==> config.mk <==
export PLATFORM = sky130hd
export DESIGN_NAME = dpb_axis
export DESIGN_NICKNAME = d
export VERILOG_FILES = /design/src/rtl/dpb_pkg.sv /design/src/rtl/dpb_axis.sv
export SDC_FILE = /design/constraint.sdc
export NUM_CORES = 2
export LEC_CHECK = 0
export ABC_AREA = 1
export ABC_CLOCK_PERIOD_IN_PS = 6000
export BUFFER_PORTS_ARGS = -buffer_cell sky130_fd_sc_hd__buf_2
export CELL_PAD_IN_SITES_DETAIL_PLACEMENT = 1
export CELL_PAD_IN_SITES_GLOBAL_PLACEMENT = 1
export CORE_MARGIN = 2
export CORE_UTILIZATION = 45
export CTS_BUF_LIST = sky130_fd_sc_hd__clkbuf_4 sky130_fd_sc_hd__clkbuf_8 sky130_fd_sc_hd__clkbuf_16
export CTS_CLUSTER_DIAMETER = 100
export DETAILED_ROUTE_END_ITERATION = 10
export GPL_TIMING_DRIVEN = 1
export MAX_ROUTING_LAYER = met4
export PLACE_DENSITY_LB_ADDON = 0.1
export SLEW_MARGIN = 0
export SYNTH_ARGS = -nofsm -noshare
export SYNTH_HDL_FRONTEND = slang
export SYNTH_SLANG_ARGS = --single-unit
export TNS_END_PERCENT = 1
==> constraint.sdc <==
create_clock -name clock -period 6 [get_ports clock]
set_input_delay 0.3 -clock clock [delete_from_list [all_inputs] [get_ports clock]]
set_output_delay 0.3 -clock clock [all_outputs]
set_load 0.01 [all_outputs]
==> src/rtl/dpb_pkg.sv <==
// Types, register codes and reset values of the depth pixel back-projection core
package dpb_pkg;

   localparam int unsigned PixWidth    = 12;
   localparam int unsigned DepthWidth  = 16;
   localparam int unsigned CenterWidth = 16;
   localparam int unsigned InvWidth    = 24;
   localparam int unsigned CoordWidth  = 32;
   localparam int unsigned ColorWidth  = 24;
   localparam int unsigned CsrIdxWidth = 3;
   localparam int unsigned CsrWidth    = 24;
   localparam int unsigned FracShift   = 28;

   localparam logic [CsrIdxWidth-1:0] REG_INV_FOCAL       = 3'd0;
   localparam logic [CsrIdxWidth-1:0] REG_CENTER_X        = 3'd1;
   localparam logic [CsrIdxWidth-1:0] REG_CENTER_Y        = 3'd2;
   localparam logic [CsrIdxWidth-1:0] REG_SPLIT_ROW       = 3'd3;
   localparam logic [CsrIdxWidth-1:0] REG_FAR_LIMIT_UPPER = 3'd4;
   localparam logic [CsrIdxWidth-1:0] REG_FAR_LIMIT_LOWER = 3'd5;
   localparam logic [CsrIdxWidth-1:0] REG_NEAR_LIMIT      = 3'd6;

   localparam logic [InvWidth-1:0]    RST_INV_FOCAL       = 24'd23967;
   localparam logic [CenterWidth-1:0] RST_CENTER_X        = 16'd5120;
   localparam logic [CenterWidth-1:0] RST_CENTER_Y        = 16'd3840;
   localparam logic [PixWidth-1:0]    RST_SPLIT_ROW       = 12'd100;
   localparam logic [DepthWidth-1:0]  RST_FAR_LIMIT_UPPER = 16'd6000;
   localparam logic [DepthWidth-1:0]  RST_FAR_LIMIT_LOWER = 16'd3000;
   localparam logic [DepthWidth-1:0]  RST_NEAR_LIMIT      = 16'd1;

   typedef struct packed {
      logic [PixWidth-1:0]   pixel_col;
      logic [PixWidth-1:0]   pixel_row;
      logic [DepthWidth-1:0] depth_mm;
      logic [7:0]            red;
      logic [7:0]            green;
      logic [7:0]            blue;
   } req_word_type;

   typedef struct packed {
      logic signed [CoordWidth-1:0] point_x;
      logic signed [CoordWidth-1:0] point_y;
      logic [DepthWidth-1:0]        point_z;
      logic [ColorWidth-1:0]        packed_color;
   } rsp_word_type;

   typedef struct packed {
      logic s1;
      logic s2;
      logic s3;
      logic s4;
   } stage_adv_type;

endpackage

==> src/rtl/dpb_axis.sv <==
// One axis of the projection: offset, two registered multiplies, scale and sign
module dpb_axis
   import dpb_pkg::*;
(
   input  logic                         clock,
   input  stage_adv_type                adv,
   input  logic [PixWidth-1:0]          pixel,
   input  logic [CenterWidth-1:0]       center,
   input  logic [InvWidth-1:0]          inv_focal,
   input  logic [DepthWidth-1:0]        depth_s2,
   output logic signed [CoordWidth-1:0] coord
);

   localparam int unsigned OffWidth   = CenterWidth + 1;
   localparam int unsigned Prod1Width = CenterWidth + InvWidth;
   localparam int unsigned Prod2Width = Prod1Width + DepthWidth;
   localparam int unsigned QWidth     = Prod2Width - FracShift;

   logic [OffWidth-1:0]    offset;
   logic [CenterWidth-1:0] mag_in;
   logic [CenterWidth-1:0] mag_ff;
   logic                   neg1_ff, neg2_ff, neg3_ff;
   logic [Prod1Width-1:0]  prod1_in, prod1_ff;
   logic [Prod2Width-1:0]  prod2_in, prod2_ff;
   logic [CoordWidth-1:0]  quot;
   logic [CoordWidth-1:0]  coord_in, coord_ff;

   always_comb begin
      offset   = {1'b0, pixel, 4'b0000} - {1'b0, center};
      mag_in   = offset[OffWidth-1] ? CenterWidth'(~offset + 1'b1)
                                    : offset[CenterWidth-1:0];
      prod1_in = Prod1Width'(mag_ff) * Prod1Width'(inv_focal);
      prod2_in = Prod2Width'(prod1_ff) * Prod2Width'(depth_s2);
      quot     = CoordWidth'(prod2_ff[Prod2Width-1 -: QWidth]);
      coord_in = neg3_ff ? (~quot + 1'b1) : quot;
   end

   always_ff @(posedge clock) begin
      if (adv.s1) begin
         mag_ff  <= mag_in;
         neg1_ff <= offset[OffWidth-1];
      end
      if (adv.s2) begin
         prod1_ff <= prod1_in;
         neg2_ff  <= neg1_ff;
      end
      if (adv.s3) begin
         prod2_ff <= prod2_in;
         neg3_ff  <= neg2_ff;
      end
      if (adv.s4) begin
         coord_ff <= coord_in;
      end
   end

   assign coord = coord_ff;

endmodule

==> flow_summary.json <==
{
  "synth_most_common_cell": "inv_1",
  "synthTopCellsByArea": "fa_1 42%, inv_1 15%, nand2_1 14%",
  "synth_commonest_cells": "1521 x inv_1, 1437 x nand2_1, 835 x fa_1",
  "crit_required_ps": 6220,
  "grt_max_degree": 42,
  "hp-class": "in -> reg",
  "synth_cells": 5129,
  "syn_avg_cell_area_um2": 7.68,
  "ys.warnings.count": 0,
  "rows": 108,
  "pre_cts_slack_ps": -308,
  "diodes": 0,
  "cts_sinks": 119,
  "synth_flop_cell": "edfxtp_1",
  "first_pass_iters": 5,
  "cts_hold_buf": 0,
  "timing.slew.headroom": 0.319,
  "setup_viol": 0,
  "totalWireLength_um": 121000,
  "synth_top_area_frac": 0.425,
  "avgRoutedWirePerCell_um": 18.5,
  "yosysSeqAreaShare": 0.0908,
  "synth_area_um2": 39400,
  "root_buffer": "clkbuf_16",
  "final.period_utilization": 0.980,
  "synthToLayoutAreaGrowth_pct": 14.2,
  "startpoint_type": "register",
  "hold_violations": 0,
  "dieArea_um2": 89900,
  "crit_type": "reg -> reg",
  "period_needed_ps": 5880,
  "clk_latency_ps": 510,
  "place_congestion": 0.911,
  "fin_worst_skew_ps": 29.2,
  "port_buffers": 104,
  "drive_gt1_frac": 0.119,
  "yosysTopAreaCell": "fa_1",
  "synth_edf_count": 119,
  "drtIter0Drc": 1291,
  "async_flop_share": 0,
  "clkTransAtPathRegs_ps": 60,
  "grt_pass1_wl_um": 196000,
  "maxCapViolations": 0,
  "synth_seq_cells": 119,
  "antenna_found_initial": 0,
  "drcViolationCount": 0,
  "start_util": 0.454,
  "ant_nets": 0,
  "grtUsageTotal": 0.287,
  "overflow": 0,
  "drv_slew": 0,
  "first_global_vias": 37000,
  "max_freq_mhz": 170,
  "clock_path_buffers": 2,
  "endpoint_kind": "register",
  "cts_max_level": 4,
  "numCtsBuffers": 17,
  "core-area_um2": 86800,
  "cp_max_fo": 24,
  "cts_tree": "done",
  "crit_arrival_ps": 6100,
  "outcome": "finished clean",
  "via_per_inst": 4.99,
  "tightest_slew_ps": 1020,
  "dieWidth_um": 300,
  "io_pins": 105,
  "yosysUniqueCellTypes": 35,
  "setup_ws_ps": 117,
  "num_vias": 32600,
  "die_y_um": 300,
  "final_nets": 6527,
  "hpwl_um": 104000,
  "rsz0062_at_grt": "yes",
  "synth_nets": 6288
}
## per-layer routing
layer | up-vias | global-route usage | routed length (um)
li1 | 15000 | - | -
met1 | 17000 | 0.343 | 50600
met2 | 491 | 0.523 | 64200
met3 | 166 | 0.0228 | 3040
met4 | 0 | 0.0723 | 2870
met5 | - | - | 0
## state kept, by name (all words and copies together), names as in the netlist
| register | count |
|---|---|
| neg3_ff | 1 |
| prod1_ff | 40 |
| coord | 32 |
| neg1_ff | 1 |
| mag_ff | 16 |
| neg2_ff | 1 |
| prod2_ff | 28 |
## cells by family after synthesis
kind of cell	synth area share
simple gates	0.180
buf+inv	0.167
xor+xnor	0.0191
fa+ha+maj	0.504
flops	0.0908
compound gates	0.0383
## path summary, 6_finish.rpt
path / from / end / slack, ps / depth (start not counted)
setup / recovery: mag_ff[1]$_DFFE_PP_ / prod1_ff[28]$_DFFE_PP_ / 120 / 20
hold reg to reg: neg1_ff$_DFFE_PP_ / neg2_ff$_DFFE_PP_ / 440 / 0
hold / removal: center[0] / mag_ff[0]$_DFFE_PP_ / 90 / 1
setup reg to reg: mag_ff[1]$_DFFE_PP_ / prod1_ff[28]$_DFFE_PP_ / 120 / 20
## worst max-delay path: stages, from the launching register on
cell,delay (ps)
edfxtp_1,380
buf_12,190
nand2_1,100
fa_1,540
inv_1,60
fa_1,540
inv_1,50
fa_1,510
inv_1,70
fa_1,540
inv_1,50
fa_1,470
inv_1,50
fa_1,470
ha_1,360
buf_4,140
nand2_1,80
o21ai_0,320
a21oi_1,150
o211ai_1,390
xor2_1,110
## metrics by stage
stage               setup TNS (ps)  cells   util  cell area, um^2  hold WS [ps]
floorplan                        0   5129      -            39400           399
CTS                              0   6514  0.509            44100          71.2
global route                  -709   6536  0.518            45000          83.3
global placement             -1550   6458  0.498            43200           431
finish                           0   6536  0.518            45000          91.6
detailed placement           -3910   6458  0.498            43200           436
## layout make-up
type                       count  area, um^2
fill                       10900       41800
multi-input combinational   3257       29800
inverter                    1525        5720
timing repair buffer         448        3750
sequential                   119        3570
tap                         1155        1450
clock buffer                  17         425
clock inverter                15         191
## cell usage in the layout, fill, tap and decap left out, drive strengths merged, types with 3 or more instances in the layout
cell,n
clkbuf,17
a211oi,3
a21o,15
nand3b,3
buf,448
nor4,6
o21a,7
a31oi,8
nor3,21
inv,1532
o21bai,15
clkinv,3
and2,3
nand3,94
xnor2,24
or2,3
o211ai,3
ha,251
xor2,62
fa,835
nand2,1444
a21oi,138
nand4,24
bufinv,3
nor2,212
o21ai,84
edfxtp,119
## timing repair
action                     CTS  global route
buffers inserted            24            22
setup endpoints to repair   20            41
pin swaps                    0            29
cloned                       0             0
gates resized for setup     10           174
Power is left out: the tool's default activity adds up to more than one toggle a clock period on the data nets, which glitch-free logic cannot reach.
